===== src/hw/rtl/cfct_pkg.sv =====
// Shared types and constants for the CAN frame change tracker.
// No dependencies.
package cfct_pkg;

   localparam int Entries = 32;
   localparam int IdxW    = $clog2(Entries);
   localparam int FillW   = $clog2(Entries + 1);
   localparam int MaxOut  = 32;
   localparam int PortW   = 2;
   localparam int IdW     = 29;
   localparam int LenW    = 4;
   localparam int DataW   = 64;
   localparam int CountW  = 14;
   localparam int SlotW   = 5;
   localparam int StatusW = 3;

   localparam logic [CountW-1:0] CountMax = CountW'(10000);
   localparam logic [LenW-1:0]   MaxLen   = LenW'(8);

   typedef enum logic [StatusW-1:0] {
      ST_NEW        = 3'd0,
      ST_CHANGED    = 3'd1,
      ST_UNCHANGED  = 3'd2,
      ST_FULL       = 3'd3,
      ST_DUMP_ENTRY = 3'd4,
      ST_DUMP_EMPTY = 3'd5
   } status_type;

   typedef struct packed {
      logic [IdW-1:0]    id;
      logic [PortW-1:0]  port;
      logic              ext;
      logic              rtr;
      logic [LenW-1:0]   len;
      logic [DataW-1:0]  payload;
      logic [CountW-1:0] count;
   } entry_type;

   typedef struct packed {
      status_type        status;
      logic [SlotW-1:0]  slot;
      entry_type         entry;
      logic              last;
   } rsp_type;

   typedef struct packed {
      logic              frame_load;
      logic [IdxW-1:0]   rd_addr;
      logic              wr_en;
      logic              wr_new;
      logic [IdxW-1:0]   wr_addr;
      logic              out_load;
      status_type        out_status;
      logic              out_last;
      logic              out_zero;
   } dp_cmd_type;

   typedef struct packed {
      logic is_dump;
      logic id_hit;
      logic data_diff;
      logic count_nz;
   } dp_stat_type;

endpackage


===== src/hw/rtl/cfct_if.sv =====
// Valid/ready channel interfaces for request and response words.
// Depends on cfct_pkg for field widths.
interface cfct_req_if;
   logic                         valid;
   logic                         ready;
   logic                         operation;
   logic [cfct_pkg::PortW-1:0]   port;
   logic [cfct_pkg::IdW-1:0]     frame_id;
   logic                         is_extended;
   logic                         remote;
   logic [cfct_pkg::LenW-1:0]    length;
   logic [cfct_pkg::DataW-1:0]   payload;

   modport source (output valid, operation, port, frame_id, is_extended, remote,
                   length, payload, input ready);
   modport sink   (input valid, operation, port, frame_id, is_extended, remote,
                   length, payload, output ready);
endinterface

interface cfct_rsp_if;
   logic                         valid;
   logic                         ready;
   logic [cfct_pkg::StatusW-1:0] status;
   logic [cfct_pkg::SlotW-1:0]   slot;
   logic [cfct_pkg::PortW-1:0]   entry_port;
   logic [cfct_pkg::IdW-1:0]     entry_id;
   logic                         entry_extended;
   logic                         entry_remote;
   logic [cfct_pkg::LenW-1:0]    entry_length;
   logic [cfct_pkg::DataW-1:0]   entry_payload;
   logic [cfct_pkg::CountW-1:0]  change_count;
   logic                         last;

   modport source (output valid, status, slot, entry_port, entry_id, entry_extended,
                   entry_remote, entry_length, entry_payload, change_count, last,
                   input ready);
   modport sink   (input valid, status, slot, entry_port, entry_id, entry_extended,
                   entry_remote, entry_length, entry_payload, change_count, last,
                   output ready);
endinterface


===== src/hw/rtl/can_frame_change_tracker_core.sv =====
// Frame: the table is searched slot by slot, up to the fill count, then one result is issued.
// Dump: one result per slot with a nonzero change count, plus stalls on the response side.
// Scan rate is set by the single read port of the entry memory: each slot is read, then checked.
// A new word is accepted once the previous one has issued its final result.
// Synchronous reset empties the table by clearing the fill count; no sweep needed.
module can_frame_change_tracker_core (
   input logic       clock,
   input logic       reset,
   cfct_req_if.sink  req_chan,
   cfct_rsp_if.source rsp_chan
);

   cfct_pkg::dp_cmd_type   cmd;
   cfct_pkg::dp_stat_type  stat;
   cfct_pkg::rsp_type      rsp_word;

   cfct_ctrl u_ctrl (
      .clock         (clock),
      .reset         (reset),
      .req_valid     (req_chan.valid),
      .req_operation (req_chan.operation),
      .req_ready     (req_chan.ready),
      .rsp_valid     (rsp_chan.valid),
      .rsp_ready     (rsp_chan.ready),
      .stat          (stat),
      .cmd           (cmd)
   );

   cfct_dp u_dp (
      .clock           (clock),
      .req_operation   (req_chan.operation),
      .req_port        (req_chan.port),
      .req_frame_id    (req_chan.frame_id),
      .req_is_extended (req_chan.is_extended),
      .req_remote      (req_chan.remote),
      .req_length      (req_chan.length),
      .req_payload     (req_chan.payload),
      .cmd             (cmd),
      .stat            (stat),
      .rsp_word        (rsp_word)
   );

   assign rsp_chan.status         = rsp_word.status;
   assign rsp_chan.slot           = rsp_word.slot;
   assign rsp_chan.entry_port     = rsp_word.entry.port;
   assign rsp_chan.entry_id       = rsp_word.entry.id;
   assign rsp_chan.entry_extended = rsp_word.entry.ext;
   assign rsp_chan.entry_remote   = rsp_word.entry.rtr;
   assign rsp_chan.entry_length   = rsp_word.entry.len;
   assign rsp_chan.entry_payload  = rsp_word.entry.payload;
   assign rsp_chan.change_count   = rsp_word.entry.count;
   assign rsp_chan.last           = rsp_word.last;

endmodule


===== src/hw/rtl/cfct_dp.sv =====
// Datapath of the CAN frame change tracker: frame register, entry memory,
// compare and merge logic, response register. Depends on cfct_pkg.
module cfct_dp (
   input  logic                          clock,
   input  logic                          req_operation,
   input  logic [cfct_pkg::PortW-1:0]    req_port,
   input  logic [cfct_pkg::IdW-1:0]      req_frame_id,
   input  logic                          req_is_extended,
   input  logic                          req_remote,
   input  logic [cfct_pkg::LenW-1:0]     req_length,
   input  logic [cfct_pkg::DataW-1:0]    req_payload,
   input  cfct_pkg::dp_cmd_type          cmd,
   output cfct_pkg::dp_stat_type         stat,
   output cfct_pkg::rsp_type             rsp_word
);

   typedef struct packed {
      logic                         op;
      logic [cfct_pkg::PortW-1:0]   port;
      logic [cfct_pkg::IdW-1:0]     id;
      logic                         ext;
      logic                         rtr;
      logic [cfct_pkg::LenW-1:0]    len;
      logic [cfct_pkg::DataW-1:0]   data;
      logic [cfct_pkg::DataW-1:0]   mask;
   } frame_type;

   frame_type            frame_ff;
   frame_type            frame_in;
   cfct_pkg::entry_type  entry_mem [cfct_pkg::Entries];
   cfct_pkg::entry_type  rd_ff;
   cfct_pkg::entry_type  wr_data;
   cfct_pkg::entry_type  new_entry;
   cfct_pkg::entry_type  upd_entry;
   cfct_pkg::rsp_type    out_ff;
   cfct_pkg::rsp_type    out_in;

   // clamp length to eight bytes and build the byte enable mask
   always_comb begin
      frame_in.op   = req_operation;
      frame_in.port = req_port;
      frame_in.id   = req_frame_id;
      frame_in.ext  = req_is_extended;
      frame_in.rtr  = req_remote;
      frame_in.len  = (req_length > cfct_pkg::MaxLen) ? cfct_pkg::MaxLen : req_length;
      frame_in.data = req_payload;
      for (int b = 0; b < 8; b++) begin
         frame_in.mask[8*b +: 8] = {8{frame_in.len > cfct_pkg::LenW'(b)}};
      end
   end

   always_ff @(posedge clock) begin
      if (cmd.frame_load) begin
         frame_ff <= frame_in;
      end
   end

   always_comb begin
      new_entry.id      = frame_ff.id;
      new_entry.port    = frame_ff.port;
      new_entry.ext     = frame_ff.ext;
      new_entry.rtr     = frame_ff.rtr;
      new_entry.len     = frame_ff.len;
      new_entry.payload = frame_ff.data & frame_ff.mask;
      new_entry.count   = '0;

      upd_entry.id      = rd_ff.id;
      upd_entry.port    = frame_ff.port;
      upd_entry.ext     = frame_ff.ext;
      upd_entry.rtr     = frame_ff.rtr;
      upd_entry.len     = frame_ff.len;
      // copy only the bytes covered by the length
      upd_entry.payload = (rd_ff.payload & ~frame_ff.mask) | (frame_ff.data & frame_ff.mask);
      upd_entry.count   = (rd_ff.count < cfct_pkg::CountMax) ?
                          rd_ff.count + cfct_pkg::CountW'(1) : rd_ff.count;

      wr_data = cmd.wr_new ? new_entry : upd_entry;
   end

   always_ff @(posedge clock) begin
      if (cmd.wr_en) begin
         entry_mem[cmd.wr_addr] <= wr_data;
      end
      rd_ff <= entry_mem[cmd.rd_addr];
   end

   always_comb begin
      stat.is_dump   = frame_ff.op;
      stat.id_hit    = (rd_ff.id == frame_ff.id);
      stat.data_diff = |((rd_ff.payload ^ frame_ff.data) & frame_ff.mask);
      stat.count_nz  = |rd_ff.count;
   end

   always_comb begin
      out_in.status = cmd.out_status;
      out_in.last   = cmd.out_last;
      if (cmd.out_zero) begin
         out_in.slot  = '0;
         out_in.entry = '0;
      end else if (cmd.wr_en) begin
         out_in.slot  = cfct_pkg::SlotW'(cmd.wr_addr);
         out_in.entry = wr_data;
      end else begin
         out_in.slot  = cfct_pkg::SlotW'(cmd.rd_addr);
         out_in.entry = rd_ff;
      end
   end

   always_ff @(posedge clock) begin
      if (cmd.out_load) begin
         out_ff <= out_in;
      end
   end

   assign rsp_word = out_ff;

endmodule


===== src/hw/rtl/cfct_ctrl.sv =====
// Controller of the CAN frame change tracker: search and dump sequencer,
// fill and change bookkeeping, handshakes. Depends on cfct_pkg.
module cfct_ctrl (
   input  logic                   clock,
   input  logic                   reset,
   input  logic                   req_valid,
   input  logic                   req_operation,
   output logic                   req_ready,
   output logic                   rsp_valid,
   input  logic                   rsp_ready,
   input  cfct_pkg::dp_stat_type  stat,
   output cfct_pkg::dp_cmd_type   cmd
);

   typedef enum logic [2:0] {
      S_IDLE,
      S_READ,
      S_CHECK,
      S_FRAME_OUT,
      S_NEW_OUT,
      S_EMPTY_OUT
   } state_type;

   state_type                      state_ff, state_in;
   logic [cfct_pkg::IdxW-1:0]      idx_ff, idx_in;
   logic [cfct_pkg::FillW-1:0]     fill_ff, fill_in;
   logic [cfct_pkg::FillW-1:0]     nz_ff, nz_in;
   logic [cfct_pkg::FillW-1:0]     sent_ff, sent_in;
   logic                           rsp_valid_ff, rsp_valid_in;
   logic                           out_free;
   logic                           dump_last;
   logic                           scan_end;

   assign out_free  = !rsp_valid_ff || rsp_ready;
   assign dump_last = (cfct_pkg::FillW'(sent_ff + 1'b1) == nz_ff) ||
                      (cfct_pkg::FillW'(sent_ff + 1'b1) == cfct_pkg::FillW'(cfct_pkg::MaxOut));
   assign scan_end  = (cfct_pkg::FillW'(idx_ff) + 1'b1) == fill_ff;
   assign req_ready = (state_ff == S_IDLE);
   assign rsp_valid = rsp_valid_ff;

   always_comb begin
      state_in     = state_ff;
      idx_in       = idx_ff;
      fill_in      = fill_ff;
      nz_in        = nz_ff;
      sent_in      = sent_ff;
      rsp_valid_in = rsp_valid_ff && !rsp_ready;
      cmd          = '0;
      cmd.rd_addr  = idx_ff;
      cmd.wr_addr  = idx_ff;

      case (state_ff)
         S_IDLE: begin
            if (req_valid) begin
               cmd.frame_load = 1'b1;
               idx_in         = '0;
               sent_in        = '0;
               if (req_operation) begin
                  state_in = (nz_ff == '0) ? S_EMPTY_OUT : S_READ;
               end else begin
                  state_in = (fill_ff == '0) ? S_NEW_OUT : S_READ;
               end
            end
         end

         S_READ: begin
            state_in = S_CHECK;
         end

         S_CHECK: begin
            if (stat.is_dump) begin
               if (!stat.count_nz) begin
                  idx_in   = idx_ff + 1'b1;
                  state_in = S_READ;
               end else if (out_free) begin
                  cmd.out_load   = 1'b1;
                  cmd.out_status = cfct_pkg::ST_DUMP_ENTRY;
                  cmd.out_last   = dump_last;
                  rsp_valid_in   = 1'b1;
                  sent_in        = sent_ff + 1'b1;
                  if (dump_last) begin
                     // report done: empty the table
                     fill_in  = '0;
                     nz_in    = '0;
                     state_in = S_IDLE;
                  end else begin
                     idx_in   = idx_ff + 1'b1;
                     state_in = S_READ;
                  end
               end
            end else if (stat.id_hit) begin
               state_in = S_FRAME_OUT;
            end else if (scan_end) begin
               state_in = S_NEW_OUT;
            end else begin
               idx_in   = idx_ff + 1'b1;
               state_in = S_READ;
            end
         end

         S_FRAME_OUT: begin
            if (out_free) begin
               cmd.out_load = 1'b1;
               cmd.out_last = 1'b1;
               rsp_valid_in = 1'b1;
               state_in     = S_IDLE;
               if (stat.data_diff) begin
                  cmd.wr_en      = 1'b1;
                  cmd.out_status = cfct_pkg::ST_CHANGED;
                  if (!stat.count_nz) begin
                     nz_in = nz_ff + 1'b1;
                  end
               end else begin
                  cmd.out_status = cfct_pkg::ST_UNCHANGED;
               end
            end
         end

         S_NEW_OUT: begin
            if (out_free) begin
               cmd.out_load = 1'b1;
               cmd.out_last = 1'b1;
               rsp_valid_in = 1'b1;
               state_in     = S_IDLE;
               if (fill_ff < cfct_pkg::FillW'(cfct_pkg::Entries)) begin
                  cmd.wr_en      = 1'b1;
                  cmd.wr_new     = 1'b1;
                  cmd.wr_addr    = fill_ff[cfct_pkg::IdxW-1:0];
                  cmd.out_status = cfct_pkg::ST_NEW;
                  fill_in        = fill_ff + 1'b1;
               end else begin
                  cmd.out_zero   = 1'b1;
                  cmd.out_status = cfct_pkg::ST_FULL;
               end
            end
         end

         S_EMPTY_OUT: begin
            if (out_free) begin
               cmd.out_load   = 1'b1;
               cmd.out_zero   = 1'b1;
               cmd.out_last   = 1'b1;
               cmd.out_status = cfct_pkg::ST_DUMP_EMPTY;
               rsp_valid_in   = 1'b1;
               fill_in        = '0;
               state_in       = S_IDLE;
            end
         end

         default: begin
            state_in = S_IDLE;
         end
      endcase
   end

   always_ff @(posedge clock) begin
      if (reset) begin
         state_ff     <= S_IDLE;
         idx_ff       <= '0;
         fill_ff      <= '0;
         nz_ff        <= '0;
         sent_ff      <= '0;
         rsp_valid_ff <= 1'b0;
      end else begin
         state_ff     <= state_in;
         idx_ff       <= idx_in;
         fill_ff      <= fill_in;
         nz_ff        <= nz_in;
         sent_ff      <= sent_in;
         rsp_valid_ff <= rsp_valid_in;
      end
   end

endmodule


===== src/flat_wrapper.sv =====
// flat-port wrapper written by rule: the top's interface ports become plain ports
module can_frame_change_tracker_core_flat 
  (clock, reset, req_chan_valid, req_chan_operation, req_chan_port, req_chan_frame_id, req_chan_is_extended, req_chan_remote, req_chan_length, req_chan_payload, req_chan_ready, rsp_chan_valid, rsp_chan_status, rsp_chan_slot, rsp_chan_entry_port, rsp_chan_entry_id, rsp_chan_entry_extended, rsp_chan_entry_remote, rsp_chan_entry_length, rsp_chan_entry_payload, rsp_chan_change_count, rsp_chan_last, rsp_chan_ready);
  cfct_req_if req_chan_i ();
  cfct_rsp_if rsp_chan_i ();
  input logic clock;
  input logic reset;
  input wire logic [$bits(req_chan_i.valid)-1:0] req_chan_valid;
  input wire logic [$bits(req_chan_i.operation)-1:0] req_chan_operation;
  input wire logic [$bits(req_chan_i.port)-1:0] req_chan_port;
  input wire logic [$bits(req_chan_i.frame_id)-1:0] req_chan_frame_id;
  input wire logic [$bits(req_chan_i.is_extended)-1:0] req_chan_is_extended;
  input wire logic [$bits(req_chan_i.remote)-1:0] req_chan_remote;
  input wire logic [$bits(req_chan_i.length)-1:0] req_chan_length;
  input wire logic [$bits(req_chan_i.payload)-1:0] req_chan_payload;
  output wire logic [$bits(req_chan_i.ready)-1:0] req_chan_ready;
  output wire logic [$bits(rsp_chan_i.valid)-1:0] rsp_chan_valid;
  output wire logic [$bits(rsp_chan_i.status)-1:0] rsp_chan_status;
  output wire logic [$bits(rsp_chan_i.slot)-1:0] rsp_chan_slot;
  output wire logic [$bits(rsp_chan_i.entry_port)-1:0] rsp_chan_entry_port;
  output wire logic [$bits(rsp_chan_i.entry_id)-1:0] rsp_chan_entry_id;
  output wire logic [$bits(rsp_chan_i.entry_extended)-1:0] rsp_chan_entry_extended;
  output wire logic [$bits(rsp_chan_i.entry_remote)-1:0] rsp_chan_entry_remote;
  output wire logic [$bits(rsp_chan_i.entry_length)-1:0] rsp_chan_entry_length;
  output wire logic [$bits(rsp_chan_i.entry_payload)-1:0] rsp_chan_entry_payload;
  output wire logic [$bits(rsp_chan_i.change_count)-1:0] rsp_chan_change_count;
  output wire logic [$bits(rsp_chan_i.last)-1:0] rsp_chan_last;
  input wire logic [$bits(rsp_chan_i.ready)-1:0] rsp_chan_ready;
  assign req_chan_i.valid = req_chan_valid;
  assign req_chan_i.operation = req_chan_operation;
  assign req_chan_i.port = req_chan_port;
  assign req_chan_i.frame_id = req_chan_frame_id;
  assign req_chan_i.is_extended = req_chan_is_extended;
  assign req_chan_i.remote = req_chan_remote;
  assign req_chan_i.length = req_chan_length;
  assign req_chan_i.payload = req_chan_payload;
  assign req_chan_ready = req_chan_i.ready;
  assign rsp_chan_valid = rsp_chan_i.valid;
  assign rsp_chan_status = rsp_chan_i.status;
  assign rsp_chan_slot = rsp_chan_i.slot;
  assign rsp_chan_entry_port = rsp_chan_i.entry_port;
  assign rsp_chan_entry_id = rsp_chan_i.entry_id;
  assign rsp_chan_entry_extended = rsp_chan_i.entry_extended;
  assign rsp_chan_entry_remote = rsp_chan_i.entry_remote;
  assign rsp_chan_entry_length = rsp_chan_i.entry_length;
  assign rsp_chan_entry_payload = rsp_chan_i.entry_payload;
  assign rsp_chan_change_count = rsp_chan_i.change_count;
  assign rsp_chan_last = rsp_chan_i.last;
  assign rsp_chan_i.ready = rsp_chan_ready;
  can_frame_change_tracker_core u_core (.clock(clock), .reset(reset), .req_chan(req_chan_i), .rsp_chan(rsp_chan_i));
endmodule

===== config.mk =====
export PLATFORM = sky130hd
export DESIGN_NAME = can_frame_change_tracker_core_flat
export DESIGN_NICKNAME = d
export VERILOG_FILES = /design/src/hw/rtl/cfct_pkg.sv /design/src/hw/rtl/cfct_if.sv /design/src/hw/rtl/can_frame_change_tracker_core.sv /design/src/hw/rtl/cfct_dp.sv /design/src/hw/rtl/cfct_ctrl.sv /design/src/flat_wrapper.sv
export SDC_FILE = /design/constraint.sdc
export NUM_CORES = 2
export LEC_CHECK = 0
export BUFFER_PORTS_ARGS = -buffer_cell sky130_fd_sc_hd__buf_4
export CAP_MARGIN = 10
export CORE_UTILIZATION = 29
export CTS_CLUSTER_DIAMETER = 120
export DETAILED_ROUTE_END_ITERATION = 7
export MAX_ROUTING_LAYER = met4
export REMOVE_ABC_BUFFERS = 1
export SLEW_MARGIN = 15
export SYNTH_ARGS = -nofsm -noshare
export SYNTH_HDL_FRONTEND = slang
export SYNTH_SLANG_ARGS = --single-unit
export TNS_END_PERCENT = 20

===== constraint.sdc =====
create_clock -name clock -period 13.08 [get_ports clock]
set_clock_uncertainty 0.2 [all_clocks]
set_input_delay 3.27 -clock clock [delete_from_list [all_inputs] [get_ports clock]]
set_output_delay 3.27 -clock clock [all_outputs]
set_load 0.05 [all_outputs]

==> impl_metrics.tcl <==
set metrics [dict create \
    period_share_pct 54.5 \
    dpl.hpwl_mm 227 \
    start_util_pct 29.2 \
    path_max_fanout 40 \
    design_area_um2 179000 \
    setup_viol 0 \
    worst_setup_path_end_kind "flip-flop" \
    power.leakage_nw 53.4 \
    synth_area_leader_cell "edfxtp_1" \
    antenna_found_initial 22 \
    synth_area_um2 155000 \
    grt.total_usage_pct 15.9 \
    die_h_um 733 \
    synth_edf_count 3913 \
    yosysWarnings 0 \
    die_w_um 733 \
    final_cells 14500 \
    syn_avg_cell_area_um2 23.0 \
    cts_sinks 4055 \
    detail_route.drc_violations 0 \
    cts_root_buffer "clkbuf_16" \
    fillerInstances 48700 \
    r2r-start "u_core.u_ctrl.idx_ff[1]" \
    syn-instance-count 6722 \
    drive_gt1_share_pct 31.2 \
    multiInputGateArea_um2 33500 \
    synth_top_area_share_pct 75.9 \
    core_area_um2 530000 \
    cts_tree "done" \
    synthFlopType "edfxtp_1" \
    wl_mm 429 \
    synth.area.top_cells "edfxtp_1 (76%), mux4_2 (17%), dfxtp_1 (1.8%)" \
    cts_buffers 392 \
    regArea_um2 120000 \
    yosysSeqAreaShare_pct 77.7 \
    cap_violations 0 \
    pin_count 232 \
    crit_arrival_ps 7450 \
    hp-class "flip-flop to flip-flop" \
    placed_area_um2 166000 \
    status "complete, no violations" \
    grt_pass1_wl_mm 596 \
    overflow 0 \
    fin_tns_setup_ps 0 \
    powerDensity_nw_per_um2 153 \
    crit_required_ps 13400 \
    clk_latency_ps 950 \
    r2r_slack_ps 7270 \
    async_reset_ff_share_pct 0 \
    clk_path_buf_depth 4 \
    rsz0062_at_grt "false" \
    r2r_cells 6 \
    antenna_left 0 \
    r2r-end "u_core.u_dp.rd_ff[24]" \
    vias 74700 \
    dp.cells 13700 \
    startpoint_type "input pin" \
    place.gp.congestion 0.797 \
    grt_pass1_vias 75400 \
    drt_iter0_drc 10200 \
    wl_per_cell_um 29.6 \
    peakVddDrop_v 0.000116 \
    worstSetupPathType "input pin to flip-flop" \
    holdPathEnd "u_core.u_ctrl.sent_ff[1]" \
    min_period_ps 7130 \
    io_buffers 231 \
    p_total_mw 27.4 \
    hold_viol 0 \
    clk_pin_slew_ps 70 \
    worst_slew_pin_slew_ps 1340 \
    vias_per_cell 5.16 \
    synth_seq_cells 4055 \
    final_nets 7265 \
    cts_setup_buffers 0 \
    holdWs_ps 292 \
    worstHoldStart "u_core.u_ctrl.sent_ff[1]" \
    hold_depth 2 \
    setup_ws_ps 5950 \
    first_pass_iters 6 \
    syn2layout_area_growth_pct 15.6 \
    synth_common_cells "edfxtp_1 (3913), mux4_2 (1150), nand2_1 (257)" \
    drv_slew 0 \
    final_util_pct 33.8 \
    core.rowCount 267 \
    dieArea_um2 537000 \
    pre_cts_slack_ps 4950 \
    ys_types 65 \
    fmax_ghz 0.140 \
    grt_max_degree 150 \
    maxSlewHeadroom_pct 10.5 \
    htreeDepth 5 \
    cts_resized 0 \
    yosysMostFrequentCell "edfxtp_1" \
    ctsHoldBuffers 0 \
]
## critical path, cell delays in order
cell	delay, ps
buf_4	160
nor2b_1	680
nor3_2	130
buf_4	330
o31ai_1	930
and2_4	960
buf_4	820
## routing by layer
layer | vias up | routed length (um) | track usage [%]
met5 | - | 0 | -
met4 | 0 | 10500 | 3.56
met3 | 615 | 37200 | 2.78
met2 | 3778 | 203000 | 24.8
met1 | 40900 | 179000 | 22.0
li1 | 29400 | - | -
## worst max-delay path by stage
stage / start / endpoint / cells past startpoint
after floorplan: u_core.u_ctrl.idx_ff[0] / u_core.u_dp.entry_mem[12][0] / 2
after global placement: rsp_chan_ready / u_core.u_dp.entry_mem[16][60] / 7
after detailed placement: rsp_chan_ready / u_core.u_dp.entry_mem[16][60] / 7
after CTS: rsp_chan_ready / u_core.u_dp.entry_mem[16][60] / 7
after global routing: rsp_chan_ready / u_core.u_dp.entry_mem[3][39] / 8
final: rsp_chan_ready / u_core.u_dp.entry_mem[2][12] / 7
## registers in the layout (all words and copies together) (netlist names), 5 cells and up
name,flops
u_core.u_dp.entry_mem,3680
u_core.u_dp.rsp_word,124
u_core.u_dp.rd_ff,115
u_core.u_dp.frame_ff,108
u_core.u_ctrl.fill_ff,6
u_core.u_ctrl.nz_ff,6
u_core.u_ctrl.sent_ff,6
u_core.u_ctrl.idx_ff,5
## cell type report
| cell class | count | share of cell area, % |
|---|---|---|
| flip-flops and latches | 4055 | 67.2 |
| multi-input cells | 2292 | 18.7 |
| clock buffers | 508 | 5.95 |
| well taps | 6994 | 4.89 |
| repair buffers | 398 | 1.92 |
| clock inverters | 212 | 1.24 |
| inverters | 12 | 0.0252 |
| diodes | 7 | 0.00979 |
## kinds of logic (layout without fill, tap and decap cells)
family,Yosys count,count (layout),share of synthesized area (%)
other cells,0,7,0
compound gates,293,293,1.10
flops,4055,4055,77.7
mux,1268,1268,17.6
buf+inv,375,1130,0.974
simple gates,605,605,1.86
fa+ha+maj,8,8,0.0647
xor+xnor,118,118,0.668
## placed cells by master (no fill, tap or decap), types with 12 or more instances in the layout
master / n
nor2_1: 40
mux4_2: 1150
nor3_1: 136
buf_4: 364
o21ai_0: 28
nand4_1: 29
inv_1: 12
xor2_1: 23
and3_4: 16
buf_12: 28
nand3_1: 35
and2_4: 16
clkinv_1: 65
clkinvlp_4: 16
clkbuf_16: 399
o21ai_1: 26
clkinv_2: 68
a21oi_1: 127
clkbuf_1: 84
edfxtp_1: 3913
bufinv_16: 39
nand2_1: 257
xnor2_1: 95
dfxtp_1: 137
mux2_2: 116
o21ai_4: 32
clkbuf_8: 25
## power breakdown
part	total [mW]	switching (mW)	internal, mW
clock network	11.5	4.92	6.53
logic	1.19	0.850	0.340
registers	14.7	0.138	14.6
No activity file was read; power rests on OpenSTA's default activity.
